==> config.mk <==
export PLATFORM = sky130hd
export DESIGN_NAME = ica_front
export DESIGN_NICKNAME = d
export VERILOG_FILES = /design/src/sv/ica_pkg.sv /design/src/sv/ica_front.sv
export SDC_FILE = /design/constraint.sdc
export NUM_CORES = 1
export LEC_CHECK = 0
export BUFFER_PORTS_ARGS = -buffer_cell sky130_fd_sc_hd__buf_2
export CORE_MARGIN = 1.5
export CORE_UTILIZATION = 25
export DETAILED_ROUTE_END_ITERATION = 7
export PLACE_DENSITY_LB_ADDON = 0.08
export SLEW_MARGIN = 30
export SYNTH_ARGS = -nofsm -noshare
export SYNTH_HDL_FRONTEND = slang
export SYNTH_SLANG_ARGS = --single-unit
==> constraint.sdc <==
create_clock -name clk -period 3.7 [get_ports clk]
set_clock_uncertainty 0.15 [all_clocks]
set_input_delay 0.74 -clock clk [delete_from_list [all_inputs] [get_ports clk]]
set_output_delay 0.74 -clock clk [all_outputs]
set_load 0.05 [all_outputs]
==> src/sv/ica_pkg.sv <==
// ----------------------------------------------------------------------------
// ica_pkg
// shared types, opcodes and widths for the checked 16-bit alu
// ----------------------------------------------------------------------------
package ica_pkg;

    localparam int DATA_WIDTH = 16;
    localparam int OP_WIDTH   = 4;
    localparam int IN_BITS    = OP_WIDTH + 2 * DATA_WIDTH;
    localparam int IN_BYTES   = (IN_BITS + 7) / 8;
    localparam int OUT_BITS   = DATA_WIDTH + 1;
    localparam int OUT_BYTES  = (OUT_BITS + 7) / 8;
    localparam int QDEPTH     = 2;
    localparam int DIV_STAGES = DATA_WIDTH;

    typedef enum logic [OP_WIDTH-1:0] {
        OP_ADD   = 4'd0,
        OP_PLUS  = 4'd1,
        OP_SUB   = 4'd2,
        OP_MINUS = 4'd3,
        OP_MUL   = 4'd4,
        OP_TIMES = 4'd5,
        OP_DIV   = 4'd6,
        OP_REM   = 4'd7,
        OP_EQ    = 4'd8,
        OP_GT    = 4'd9,
        OP_AND   = 4'd10,
        OP_OR    = 4'd11,
        OP_XOR   = 4'd12,
        OP_NOT   = 4'd13,
        OP_LSHL  = 4'd14,
        OP_LSHR  = 4'd15
    } opcode_t;

    // classified item handed from front to back
    typedef struct packed {
        opcode_t               op;
        logic [DATA_WIDTH-1:0] a;
        logic [DATA_WIDTH-1:0] b;
        logic                  div_err;   // zero divisor, or most-negative by -1 on a divide
        logic                  rem_unit;  // divisor is 1 or -1
        logic                  shift_big; // count above width-1
        logic                  quot_neg;
    } item_t;

endpackage

==> src/sv/ica_front.sv <==
// ----------------------------------------------------------------------------
// ica_front
// accepts items and classifies special cases into a registered item
// ----------------------------------------------------------------------------
module ica_front
(
    input  logic                       clk,
    input  logic                       rst_n,
    input  logic                       in_valid,
    output logic                       in_ready,
    input  logic [ica_pkg::OP_WIDTH-1:0]   in_op,
    input  logic [ica_pkg::DATA_WIDTH-1:0] in_a,
    input  logic [ica_pkg::DATA_WIDTH-1:0] in_b,
    output logic                       out_valid,
    input  logic                       out_ready,
    output ica_pkg::item_t             out_item
);

    localparam int W = ica_pkg::DATA_WIDTH;

    logic           valid_reg;
    ica_pkg::item_t item_reg;
    ica_pkg::item_t item_next;
    logic           b_zero;
    logic           b_one;
    logic           b_mone;
    logic           a_min;

    assign in_ready  = !valid_reg || out_ready;
    assign out_valid = valid_reg;
    assign out_item  = item_reg;

    always_comb
    begin
        b_zero = (in_b == '0);
        b_one  = (in_b == W'(1));
        b_mone = (in_b == '1);
        a_min  = (in_a == {1'b1, {(W-1){1'b0}}});
        item_next.op        = ica_pkg::opcode_t'(in_op);
        item_next.a         = in_a;
        item_next.b         = in_b;
        item_next.div_err   = b_zero || (a_min && b_mone && (in_op == ica_pkg::OP_DIV));
        item_next.rem_unit  = b_one || b_mone;
        item_next.shift_big = (in_b > W'(W - 1));
        item_next.quot_neg  = in_a[W-1] ^ in_b[W-1];
    end

    always_ff @(posedge clk or negedge rst_n)
    begin
        if (!rst_n)
        begin
            valid_reg <= 1'b0;
        end
        else if (in_ready)
        begin
            valid_reg <= in_valid;
        end
    end

    always_ff @(posedge clk)
    begin
        if (in_ready && in_valid)
        begin
            item_reg <= item_next;
        end
    end

endmodule

==> metrics.yaml, run 1 <==
outcome:
  status: "finished clean"
sta:
  fin_crit_sh_pct: 56.7
  relSlewSlack_pct: 71.5
  hold_violations: 0
  period_needed_ns: 2.10
  holdWs_ns: 0.0683
  finalSetupViolCount: 0
  worst_pin_slew_ns: 0.423
  rsz0062_at_grt: "false"
  max_clock_freq_ghz: 0.477
  maxSlewViolCount: 0
  finalSetupTns_ns: 0
finish:
  area_growth_pct: 44.6
  drive_above_1_share_pct: 57.7
  ff_latch_area_sq_um: 1230
  multiInputGateArea_sq_um: 163
  final_common_cell: "buf_2"
  stdcell_count: 226
  utilization_pct: 38.4
  fillers: 542
  layout_common_cells: "81 x buf_2, 40 x edfxtp_1, 6 x nor4_1"
  n_antenna_cell: 0
  nets: 195
global_route:
  antenna_found_initial: 0
  gr-usage-all-layers_pct: 10.0
  grt_max_degree: 41
  globalRouteOverflowTotal: 0
  grt_pass1_wl_mm: 4.50
  grt_pass1_vias: 923
cts:
  postCtsSetupRepairBufs: 0
  numCtsBuffers: 5
  root_buffer: "clkbuf_8"
  clock_latency_ns: 0.28
  clk_pin_slew_ns: 0.07
  clock_path_buffers: 2
  cts_resized: 0
  cts_sinks: 41
  cts-hold-fix-buffers: 0
  cts_tree: "yes"
  htreeDepth: 2
synth:
  yosysSeqAreaShare_pct: 88.1
  syn_area_per_cell_sq_um: 21.1
  synth_cell_type_count: 17
  yosysWarningCount: 0
  syn_area_sq_um: 1390
  syn_nets: 106
  synthesis.instances: 66
  ys_ff_latch: 41
place:
  gp_congestion: 0.730
  dp_hpwl_mm: 2.27
  port_buffers: 81
  dpl.cell_count: 217
power:
  power_switching_mw: 0.270
  power.leakage_nw: 0.806
  p_per_area_nw_per_um2: 519
  ir_drop_v: 0.000212
  p_sw_share_pct: 25.8
  comb_power_share_pct: 15.3
  seqPwrFrac_pct: 52.1
  power.internal_mw: 0.775
  power_mw: 1.05
  clkPwrFrac_pct: 32.6
setup_path:
  ff2ff_setup_slack_ns: 2.14
  worstSetupStartpointType: "primary input"
  path_max_fanout: 3
  critical_path_class: "primary input to output pin"
  cp.arrival_ns: 1.21
  crit_required_ns: 2.81
  critPathCaptureType: "output pin"
die:
  initial_core_util_pct: 26.6
  core_area_sq_um: 5240
  ios: 82
  fp.dieH_um: 77.6
  dieArea_sq_um: 6020
  rows: 26
  die_w_um: 77.6
worst_hold_path:
  hold_path_class: "primary input to async pin"
drt:
  drt_first_pass_iters: 4
  vias: 953
  routedWlPerCell_um: 13.3
  wl_mm: 3.01
  ant_nets: 0
  routed_via_density: 4.22
  initialDrtViolationCount: 56
  drc: 0
run:
  drv_cap: 0
-- power groups by stage --
stage,Combinational [mW],Sequential (mW),Clock (mW)
finish,0.160,0.544,0.341
global route,0.167,0.547,0.378
CTS,0.158,0.545,0.354
detailed placement,0.158,0.555,0
global placement,0.156,0.555,0
floorplan,0.0162,0.642,0
-- cells in the mapped netlist --
master,count,area share [%]
edfxtp_1,40,86
nor4_1,6,2.7
nand4_1,4,1.8
nand2b_1,2,0.90
nand3_1,2,0.72
and2_1,1,0.45
dfrtp_1,1,1.8
inv_1,1,0.27
nand2_1,1,0.27
nand4_2,1,0.90
nor3_1,1,0.36
nor4b_1,1,0.63
nor4bb_1,1,0.72
o21ai_0,1,0.36
o32ai_1,1,0.63
or4_1,1,0.54
xor2_1,1,0.63
-- registers in the layout, summed over array words and instances (netlist names) --
name,count
out_item,40
out_valid,1
-- area by class of cell --
type | count | area share (%)
clock buffers | 6 | 3.61
clock inverters | 2 | 1.68
inverters | 1 | 0.187
multi-input cells | 24 | 8.08
flip-flops and latches | 41 | 60.9
well taps | 70 | 4.35
repair buffers | 82 | 21.1
-- cells by family after synthesis --
kind of cell              count (synthesis)  synth area share (%)
xor gates and xnor gates                  1                 0.630
and+or+nand+nor                          21                  9.98
buffers and inverters                     1                 0.270
DFF                                      41                  88.1
AOI/OAI and AO/OA                         2                 0.989
-- critical path, cell delays in order --
cell	delay, ns
buf_2	0.09
nand2b_1	0.15
buf_2	0.22
-- routing by layer --
metal | part of all wire (%) | up-vias | global-route usage (%)
li1 | - | 454 | -
met1 | 43 | 442 | 12.5
met2 | 48 | 55 | 15.3
met3 | 8.5 | 2 | 4.47
met4 | 0.76 | 0 | 3.82
met5 | 0 | - | 0
-- per-stage QoR --
stage,setup slack [ns],area (sq um)
after global routing,1.58,2010
final,1.60,2010
after floorplan,0.894,1390
after detailed placement,1.42,1890
after CTS,1.60,1990
after global placement,1.47,1890
-- final timing paths --
path | from | to | cells after the start
max in group asynchronous | rst_n | out_valid | 1
min | rst_n | out_valid | 1
min reg2reg | out_valid | out_valid | 2
max reg2reg | out_valid | out_item[25] | 3
max | out_ready | in_ready | 3
min in group clk | out_valid | out_valid | 2
Power figures use the tool's default switching activity.
==> run 2, diff against run 1 <==
Clock period 3.7 ns to 2.1 ns, I/O delays scaled along.
==> run 2 against run 1 <==
Via count rose by 0.73%. Final cell count shrank 0.44%. Design area shrank 0.56%. Die area stayed put. Highest routed layer unchanged.
==> metrics.yaml, run 2 (synthesis results as in run 1) <==
setup_path:
  cp.arrival_ns: 1.05
  ff2ff_setup_slack_ns: 0.58
  critical_path_class: "register to output pin"
  crit_required_ns: 1.53
  critPathCaptureType: "output pin"
  reg2reg_depth: 2
  path_max_fanout: 3
  worstSetupStartpointType: "register"
  r2r_start: "out_valid"
  r2r-end: "out_item[2]"
place:
  dpl_cell_area_sq_um: 1890
  pre_cts_slack_ns: 0.300
  port_buffers: 81
  dp_hpwl_mm: 2.36
  dpl.cell_count: 217
  gp_congestion: 0.669
sta:
  holdWs_ns: 0.171
  relSlewSlack_pct: 64.7
  maxSlewViolCount: 0
  finalSetupViolCount: 0
  rsz0062_at_grt: "false"
  period_needed_ns: 1.62
  worst_pin_slew_ns: 0.529
  hold_violations: 0
  finalSetupTns_ns: 0
  fin_crit_sh_pct: 77.2
  max_clock_freq_ghz: 0.617
  worst_slack_ns: 0.480
die:
  initial_core_util_pct: 26.6
  rows: 26
  dieArea_sq_um: 6020
  ios: 82
  core_area_sq_um: 5240
  fp.dieH_um: 77.6
  die_w_um: 77.6
finish:
  nets: 195
  stdcell_count: 225
  layout_common_cells: "81 x buf_2, 40 x edfxtp_1, 6 x nor4_1"
  multiInputGateArea_sq_um: 164
  design_area_sq_um: 2000
  fillers: 527
  drive_above_1_share_pct: 58.1
  largest_reg_flops: 40
  final_common_cell: "buf_2"
  n_antenna_cell: 0
  ff_latch_area_sq_um: 1230
  area_growth_pct: 43.8
drt:
  routed_via_density: 4.27
  ant_nets: 0
  drt_first_pass_iters: 4
  drc: 0
  vias: 960
  wl_mm: 3.09
  initialDrtViolationCount: 31
  routedWlPerCell_um: 13.7
power:
  power.internal_mw: 1.36
  p_per_area_nw_per_um2: 917
  seqPwrFrac_pct: 52.3
  p_sw_share_pct: 26.0
  comb_power_share_pct: 15.1
  ir_drop_v: 0.000358
  clkPwrFrac_pct: 32.6
  power.leakage_nw: 0.804
  power_switching_mw: 0.477
worst_hold_path:
  hold_end: "out_item[37]"
  min_from: "in_op[1]"
  hold_path_class: "primary input to register"
  min_path_cells: 1
cts:
  clock_latency_ns: 0.28
  htreeDepth: 2
  numCtsBuffers: 5
  clock_path_buffers: 2
  cts_tree: "yes"
  root_buffer: "clkbuf_8"
  cts_sinks: 41
  clk_pin_slew_ns: 0.07
global_route:
  grt_pass1_vias: 995
  globalRouteOverflowTotal: 0
  grt_pass1_wl_mm: 4.68
  antenna_found_initial: 0
  grt_max_degree: 41
  gr-usage-all-layers_pct: 10.5
outcome:
  status: "finished clean"
run:
  drv_cap: 0
[run 2: timing repair]
| item | in CTS | in global routing |
|---|---|---|
| setup buffers | 0 | 0 |
| hold buffers | 1 | 0 |
| hold endpoints to repair | 1 | 0 |
| resized for setup | 0 | 0 |
[run 2: critical path, cell delays in order (launching register included)]
cell	delay [ns]
dfrtp_1	0.38
nand2b_1	0.11
buf_2	0.27
[run 2: power by group through the flow]
stage / logic, mW / clock network (mW) / registers [mW]
2_1_floorplan: 0.0298 / 0 / 1.13
3_3_place_gp: 0.278 / 0 / 0.978
3_5_place_dp: 0.279 / 0 / 0.978
4_1_cts: 0.281 / 0.615 / 0.960
5_1_grt: 0.291 / 0.648 / 0.964
6_report: 0.277 / 0.598 / 0.960
[run 2: final cells by class]
cell class / count / share of cell area (%)
flip-flops and latches: 41 / 61.3
clock inverters: 2 / 1.75
repair buffers: 82 / 20.8
inverters: 1 / 0.188
multi-input cells: 24 / 8.19
clock buffers: 5 / 3.44
well taps: 70 / 4.38
[run 2: worst max-delay path by stage]
stage / startpoint / to / slack [ns] / depth (start not counted)
6_report: out_valid / in_ready / 0.48 / 2
3_3_place_gp: in_b[7] / out_item[3] / 0.35 / 4
3_5_place_dp: in_b[0] / out_item[3] / 0.30 / 4
2_1_floorplan: out_valid / out_item[0] / 0.05 / 2
5_1_grt: out_valid / in_ready / 0.42 / 2
4_1_cts: out_valid / in_ready / 0.46 / 2
[run 2: stage by stage]
step / utilization (%) / total power, mW
global placement: 36.0 / 1.26
global route: 38.2 / 1.90
detailed placement: 36.0 / 1.26
finish: 38.2 / 1.84
CTS: 38.2 / 1.86
floorplan: - / 1.16
[run 2: routing by layer]
metal	global-route usage, %	vias up	share of wire [%]
li1	-	454	-
met1	11.4	441	42
met2	16.8	60	46
met3	6.00	5	11
met4	3.82	0	1.3
met5	0	-	0
