--- src/sv/ica_pkg.sv ---
// ----------------------------------------------------------------------------
// ica_pkg
// shared types, opcodes and widths for the checked 16-bit alu
// ----------------------------------------------------------------------------
package ica_pkg;

    localparam int DATA_WIDTH = 16;
    localparam int OP_WIDTH   = 4;
    localparam int IN_BITS    = OP_WIDTH + 2 * DATA_WIDTH;
    localparam int IN_BYTES   = (IN_BITS + 7) / 8;
    localparam int OUT_BITS   = DATA_WIDTH + 1;
    localparam int OUT_BYTES  = (OUT_BITS + 7) / 8;
    localparam int QDEPTH     = 2;
    localparam int DIV_STAGES = DATA_WIDTH;

    typedef enum logic [OP_WIDTH-1:0] {
        OP_ADD   = 4'd0,
        OP_PLUS  = 4'd1,
        OP_SUB   = 4'd2,
        OP_MINUS = 4'd3,
        OP_MUL   = 4'd4,
        OP_TIMES = 4'd5,
        OP_DIV   = 4'd6,
        OP_REM   = 4'd7,
        OP_EQ    = 4'd8,
        OP_GT    = 4'd9,
        OP_AND   = 4'd10,
        OP_OR    = 4'd11,
        OP_XOR   = 4'd12,
        OP_NOT   = 4'd13,
        OP_LSHL  = 4'd14,
        OP_LSHR  = 4'd15
    } opcode_t;

    // classified item handed from front to back
    typedef struct packed {
        opcode_t               op;
        logic [DATA_WIDTH-1:0] a;
        logic [DATA_WIDTH-1:0] b;
        logic                  div_err;   // zero divisor, or most-negative by -1 on a divide
        logic                  rem_unit;  // divisor is 1 or -1
        logic                  shift_big; // count above width-1
        logic                  quot_neg;
    } item_t;

endpackage

--- src/sv/ica_queue.sv ---
// ----------------------------------------------------------------------------
// ica_queue
// short fifo between the classifier and the execution pipeline
// ----------------------------------------------------------------------------
module ica_queue
(
    input  logic           clk,
    input  logic           rst_n,
    input  logic           in_valid,
    output logic           in_ready,
    input  ica_pkg::item_t in_item,
    output logic           out_valid,
    input  logic           out_ready,
    output ica_pkg::item_t out_item
);

    localparam int D  = ica_pkg::QDEPTH;
    localparam int AW = $clog2(D);

    ica_pkg::item_t mem_reg [D];
    logic [AW-1:0]  wr_reg;
    logic [AW-1:0]  rd_reg;
    logic [AW:0]    cnt_reg;
    logic           push;
    logic           pop;

    assign in_ready  = (cnt_reg != (AW+1)'(D));
    assign out_valid = (cnt_reg != '0);
    assign out_item  = mem_reg[rd_reg];
    assign push      = in_valid && in_ready;
    assign pop       = out_valid && out_ready;

    always_ff @(posedge clk or negedge rst_n)
    begin
        if (!rst_n)
        begin
            wr_reg  <= '0;
            rd_reg  <= '0;
            cnt_reg <= '0;
        end
        else
        begin
            if (push)
            begin
                wr_reg <= (wr_reg == AW'(D - 1)) ? '0 : wr_reg + 1'b1;
            end
            if (pop)
            begin
                rd_reg <= (rd_reg == AW'(D - 1)) ? '0 : rd_reg + 1'b1;
            end
            cnt_reg <= cnt_reg + (AW+1)'(push) - (AW+1)'(pop);
        end
    end

    always_ff @(posedge clk)
    begin
        if (push)
        begin
            mem_reg[wr_reg] <= in_item;
        end
    end

endmodule

--- config.mk ---
export PLATFORM = sky130hd
export DESIGN_NAME = ica_queue
export DESIGN_NICKNAME = d
export VERILOG_FILES = /design/src/sv/ica_pkg.sv /design/src/sv/ica_queue.sv
export SDC_FILE = /design/constraint.sdc
export NUM_CORES = 1
export LEC_CHECK = 0
export ABC_AREA = 1
export ABC_CLOCK_PERIOD_IN_PS = 2400
export BUFFER_PORTS_ARGS = -buffer_cell sky130_fd_sc_hd__buf_2
export CAP_MARGIN = 20
export CORE_AREA = 2 2 62 122
export DETAILED_ROUTE_END_ITERATION = 6
export DIE_AREA = 0 0 64 124
export GPL_ROUTABILITY_DRIVEN = 0
export PLACE_DENSITY = 0.73
export SETUP_SLACK_MARGIN = 0.02
export SLEW_MARGIN = 20
export SYNTH_ARGS = -nofsm -noshare
export SYNTH_HDL_FRONTEND = slang
export SYNTH_SLANG_ARGS = --single-unit
--- constraint.sdc ---
create_clock -name clk -period 2.4 [get_ports clk]
set_input_delay 0 -clock clk [delete_from_list [all_inputs] [get_ports clk]]
set_output_delay 0 -clock clk [all_outputs]
set_load 0.03 [all_outputs]
==> results.cfg, run 1 <==
[run_status]
status = completed

[logic_synthesis]
seq_area_frac_synth_pct = 79.7
synth_enable_flop_cells = 80
synth-main-ff-cell = edfxtp_1
synthArstFlopShare_pct = 4.76
syn_area_sq_um = 3140
syn_nets = 286
avgSynthCellArea_sq_um = 13.0
synth_top_cell_area_share_pct = 76.5
yosysWarnings = 0
synth_most_common_cell = nand2_1
synthCells = 241
ys_ff_latch = 84
ys_top_cells_by_count = nand2_1, edfxtp_1, inv_1, buf_2
yosysTopAreaCell = edfxtp_1
synth_area_leaders = edfxtp_1, nand2_1, dfrtp_1
synth_cell_type_count = 15

[sta]
worst_slew_pin_slew_ps = 699
report.final.slew_viol_count = 0
slew_headroom_pct = 53.4
period_share_pct = 71.9
hold_viol = 0
fin_crit_ps = 1730
clock_skew_ps = 6.87
rsz0062_at_grt = no
finalSetupTns_ps = 0
setup_slack_ps = 674
max_freq_ghz = 0.580
setup_violations = 0

[worst_setup_path]
crit_end = out_item[39]
cp-startpoint = rd_reg
cp_data_required_time_ps = 2400
critPathMaxFanout = 41
endpoint_kind = output pin
cp-start-kind = register
crit_arrival_ps = 1730
rr_startpoint = cnt_reg[0]
worst_r2r_path_depth = 5
r2r_end = mem_reg[0][3]
reg2reg_slack_ps = 740
crit_type = reg2out

[global_route]
grt_max_degree = 42
track_usage_pct = 17.6
grt_pass1_vias = 2188
antenna_found_initial = 0
grt_overflow = 0
grt_pass1_wl_um = 10100

[power_and_ir_drop]
power_frac_clock_pct = 24.3
pwr-share-seq_pct = 36.8
p_int_mw = 3.47
p_sw_mw = 2.26
p_per_area_nw_per_um2 = 1300
p_total_mw = 5.73
p_leak_nw = 1.93
netSwitchingFraction_pct = 39.5
ir_drop_uv = 1130
combPwrFrac_pct = 38.9

[final_layout]
fin_area_sq_um = 4400
fillCellCount = 528
ff_latch_area_sq_um = 2500
syn2layout_area_growth_pct = 40.2
largest_reg_flops = 80
diodes = 0
multi_input_area_sq_um = 564
nets = 420
instances_no_fill = 470
drive_gt1_share_pct = 28.4

[clock_tree]
clock-sinks = 84
insertion_delay_ps = 330
cts_max_level = 3
post_cts_buffers = 0
cts_hold_buf = 43
cts_tree = yes
post_cts_resized = 0
cts_buffers = 9
cts-root-buf = clkbuf_16
path_clk_slew_ps = 60
cts_buffer_depth = 2

[route]
drt_wl_total_um = 6770
ant_nets = 0
avgRoutedWirePerCell_um = 14.4
first_pass_iters = 4
remaining_drc_errors = 0
vias_per_cell = 4.62
vias = 2173
drt_iter0_drc = 93

[place]
dp_hpwl_um = 3990
portBuffers = 85
place_ws_ps = 783
dpl.cell_count = 411
dpl_cell_area_sq_um = 3660

[floorplan]
fp-row-count = 43
core_area_sq_um = 6940
dieArea_sq_um = 7940
initial_core_util_pct = 45.2
die_h_um = 124
die_x_um = 64
ioPinCount = 86

[min_path]
hold_depth = 5
min_path_type = in2reg

[flow_run]
cap_violations = 0
==> cell families after synthesis <==
group | Yosys count | share of synthesized area [%]
xor+xnor | 1 | 0.279
flops | 84 | 79.7
compound gates | 2 | 0.319
buf+inv | 17 | 2.71
fa+ha+maj | 1 | 0.399
simple gates | 136 | 16.6
==> worst min-delay path by stage <==
stage	from	to	slack, ps
final	out_ready	cnt_reg[1]	30
after global routing	out_ready	rd_reg	50
after CTS	out_ready	cnt_reg[1]	30
after detailed placement	rst_n	cnt_reg[0]	-190
after global placement	rst_n	cnt_reg[1]	-190
after floorplan	rst_n	cnt_reg[0]	-300
==> through the flow <==
stage	hold WS, ps	utilization, %
floorplan	-296	-
global placement	-190	52.8
detailed placement	-188	52.8
CTS	25.6	63.4
global route	49.2	63.4
finish	31.0	63.4
==> critical path: stages (launching register included) <==
cell     delay [ps]
dfrtp_1         380
inv_2           520
nand2_1         150
nand2_1         130
buf_2           200
==> routing by layer <==
layer  global-route usage, %  vias up  wire length (um)
met5                       0        -                 0
li1                        -     1078                 -
met3                    4.97       15               338
met4                    9.65        0               190
met1                    17.6     1016              2460
met2                    32.2       64              3780
==> power groups by stage <==
stage                     Clock [mW]  Sequential [mW]  Combinational [mW]
final                           1.39             2.11                2.23
after detailed placement           0             2.13                2.18
after global routing            1.47             2.13                2.42
after global placement             0             2.12                2.12
after floorplan                    0             2.11                1.55
after CTS                       1.41             2.11                2.24
==> final cells by class <==
class | instances | area share, %
repair buffers | 132 | 20.1
clock buffers | 9 | 5.12
well taps | 90 | 2.56
clock inverters | 7 | 1.85
flip-flops and latches | 84 | 56.9
multi-input cells | 140 | 12.8
inverters | 8 | 0.682
==> cells in the final DEF, fill, tap and decap left out <==
cell           count
ha_1               1
dlygate4sd3_1     43
nand2_2            2
nor2_1             3
nand3_1            2
xor2_1             1
buf_2             85
bufinv_16          2
dfrtp_1            4
clkbuf_16          9
clkinv_2           2
a21oi_1            1
nor2_4             2
o21ai_1            1
clkinv_1           3
buf_4              4
edfxtp_1          80
inv_2              2
nand2_1          127
inv_1              6
Power figures use the tool's default switching activity.
==> run 2, diff against run 1 <==
--- a/config.mk
+++ b/config.mk
@@ -6,7 +6,7 @@
 export NUM_CORES = 1
 export LEC_CHECK = 0
 export ABC_AREA = 1
-export ABC_CLOCK_PERIOD_IN_PS = 2400
+export ABC_CLOCK_PERIOD_IN_PS = 1550
 export BUFFER_PORTS_ARGS = -buffer_cell sky130_fd_sc_hd__buf_2
 export CAP_MARGIN = 20
 export CORE_AREA = 2 2 62 122
==> constraint.sdc (replaced) <==
create_clock -name clk -period 1.55 [get_ports clk]
set_input_delay 0 -clock clk [delete_from_list [all_inputs] [get_ports clk]]
set_output_delay 0 -clock clk [all_outputs]
set_load 0.03 [all_outputs]
==> results.cfg, run 2 (synthesis results as in run 1) <==
[route]
highest-signal-layer = met4
route.met3.wl_um = 216
first_pass_iters = 4
wl_met1_um = 2270
drt_iter0_drc = 71
ant_nets = 0
vias_per_cell = 4.50
avgRoutedWirePerCell_um = 13.3
remaining_drc_errors = 0
vias = 2137
wl_met2_um = 3540
drt_wl_total_um = 6310

[worst_setup_path]
worst_r2r_path_depth = 11
crit_family = simple AND/OR/NAND/NOR gates
crit_arrival_ps = 1660
cpMostUsedCell = nand2_1
cp-start-kind = register
critPathMaxFanout = 4
cpPeakStageDelay_ps = 440
endpoint_kind = register
cp_data_required_time_ps = 1760
crit_type = reg2reg
r2r_end = cnt_reg[1]
rr_startpoint = cnt_reg[0]
cp_slowest_cell = dfrtp_2
worst-path-buf-inv = 2
reg2reg_slack_ps = 110
crit_chain = inv_2 > nand2_4 > nand2_4 > nand2_1 > nand2_1 > ha_1 > inv_1 > nand2_1 > nand2_1 > nand3_1 > nand2_1

[sta]
setup_violations = 0
report.final.slew_viol_count = 0
rsz0062_at_grt = yes
slew_headroom_pct = 81.8
period_share_pct = 93.0
max_freq_ghz = 0.694
fin_crit_ps = 1440
worst_slew_pin_slew_ps = 273
finalSetupTns_ps = 0
clock_skew_ps = 10.3
hold_viol = 0

[run_status]
status = completed

[final_layout]
largest_reg_flops = 80
mostFrequentLayoutCell = nand2_1
drive_gt1_share_pct = 30.1
nets = 425
most-common-layout-cells = nand2_1, buf_2, edfxtp_1
syn2layout_area_growth_pct = 41.2
instances_no_fill = 475
fillCellCount = 530
fin_util_pct = 63.9
diodes = 0

[clock_tree]
clock-sinks = 84
cts-root-buf = clkbuf_16
cts_buffers = 9
cts_max_level = 3
cts_buffer_depth = 2
cts_tree = yes
path_clk_slew_ps = 60
insertion_delay_ps = 330

[power_and_ir_drop]
p_per_area_nw_per_um2 = 1950
ir_drop_uv = 1530
power_frac_clock_pct = 21.1
p_sw_mw = 3.47
netSwitchingFraction_pct = 40.2
p_int_mw = 5.16
pwr-share-seq_pct = 38.0
p_leak_nw = 1.93
combPwrFrac_pct = 40.8

[min_path]
hp-start = in_item[37]
min_path_type = in2reg
hold_depth = 2
worstHoldEndpoint = mem_reg[1][37]

[floorplan]
fp-row-count = 43
die_h_um = 124
core_area_sq_um = 6940
ioPinCount = 86
dieArea_sq_um = 7940
die_x_um = 64
initial_core_util_pct = 45.2

[global_route]
antenna_found_initial = 0
grt_max_degree = 41
grt_pass1_vias = 2089
grt_overflow = 0
track_usage_pct = 16.5
grt_pass1_wl_um = 9520

[flow_run]
cap_violations = 0

[place]
dp_hpwl_um = 4060
portBuffers = 85
dpl.cell_count = 415
run 2: worst max-delay path by stage:
stage / slack [ps] / startpoint / cells past startpoint / to
2_1_floorplan: -150 / cnt_reg[1] / 3 / mem_reg[1][0]
3_3_place_gp: 220 / cnt_reg[1] / 11 / cnt_reg[1]
3_5_place_dp: 130 / cnt_reg[1] / 11 / cnt_reg[1]
4_1_cts: 80 / rd_reg / 5 / out_item[31]
5_1_grt: -9 / cnt_reg[1] / 11 / cnt_reg[1]
6_report: 110 / cnt_reg[0] / 11 / cnt_reg[1]
run 2: area by class of cell:
class	count	area [sq um]	area share [%]
sequential	84	2500	56.5
clock inverter	5	28.8	0.649
tap	90	113	2.54
inverter	8	30.0	0.678
timing repair buffer	137	942	21.3
multi-input combinational	140	581	13.1
clock buffer	11	233	5.25
run 2: timing repair:
action	4_1_cts	5_1_grt
setup endpoints to repair	0	7
setup buffers	0	0
hold buffers	43	1
hold endpoints to repair	85	1
resized for setup	0	5
run 2: routing by layer:
metal	global-route usage [%]	vias up
li1	-	1077
met5	0	-
met3	3.25	22
met4	12.9	0
met2	29.0	60
met1	17.0	978
run 2: power by group through the flow:
| stage | Combinational (mW) | Sequential [mW] | Clock [mW] |
|---|---|---|---|
| after floorplan | 2.44 | 3.27 | 0 |
| after global placement | 3.40 | 3.29 | 0 |
| after detailed placement | 3.45 | 3.31 | 0 |
| after CTS | 3.53 | 3.27 | 1.87 |
| after global routing | 3.81 | 3.33 | 1.97 |
| final | 3.52 | 3.28 | 1.82 |
run 2: through the flow:
step                cell area, sq um  worst slack [ps]  power (mW)  hold slack (ps)
floorplan                       3160              -147        5.71             -296
global placement                3720               216        6.69             -192
detailed placement              3720               127        6.76             -192
CTS                             4410              82.4        8.67             18.0
global route                    4430             -9.08        9.12              392
finish                          4430               108        8.63              395
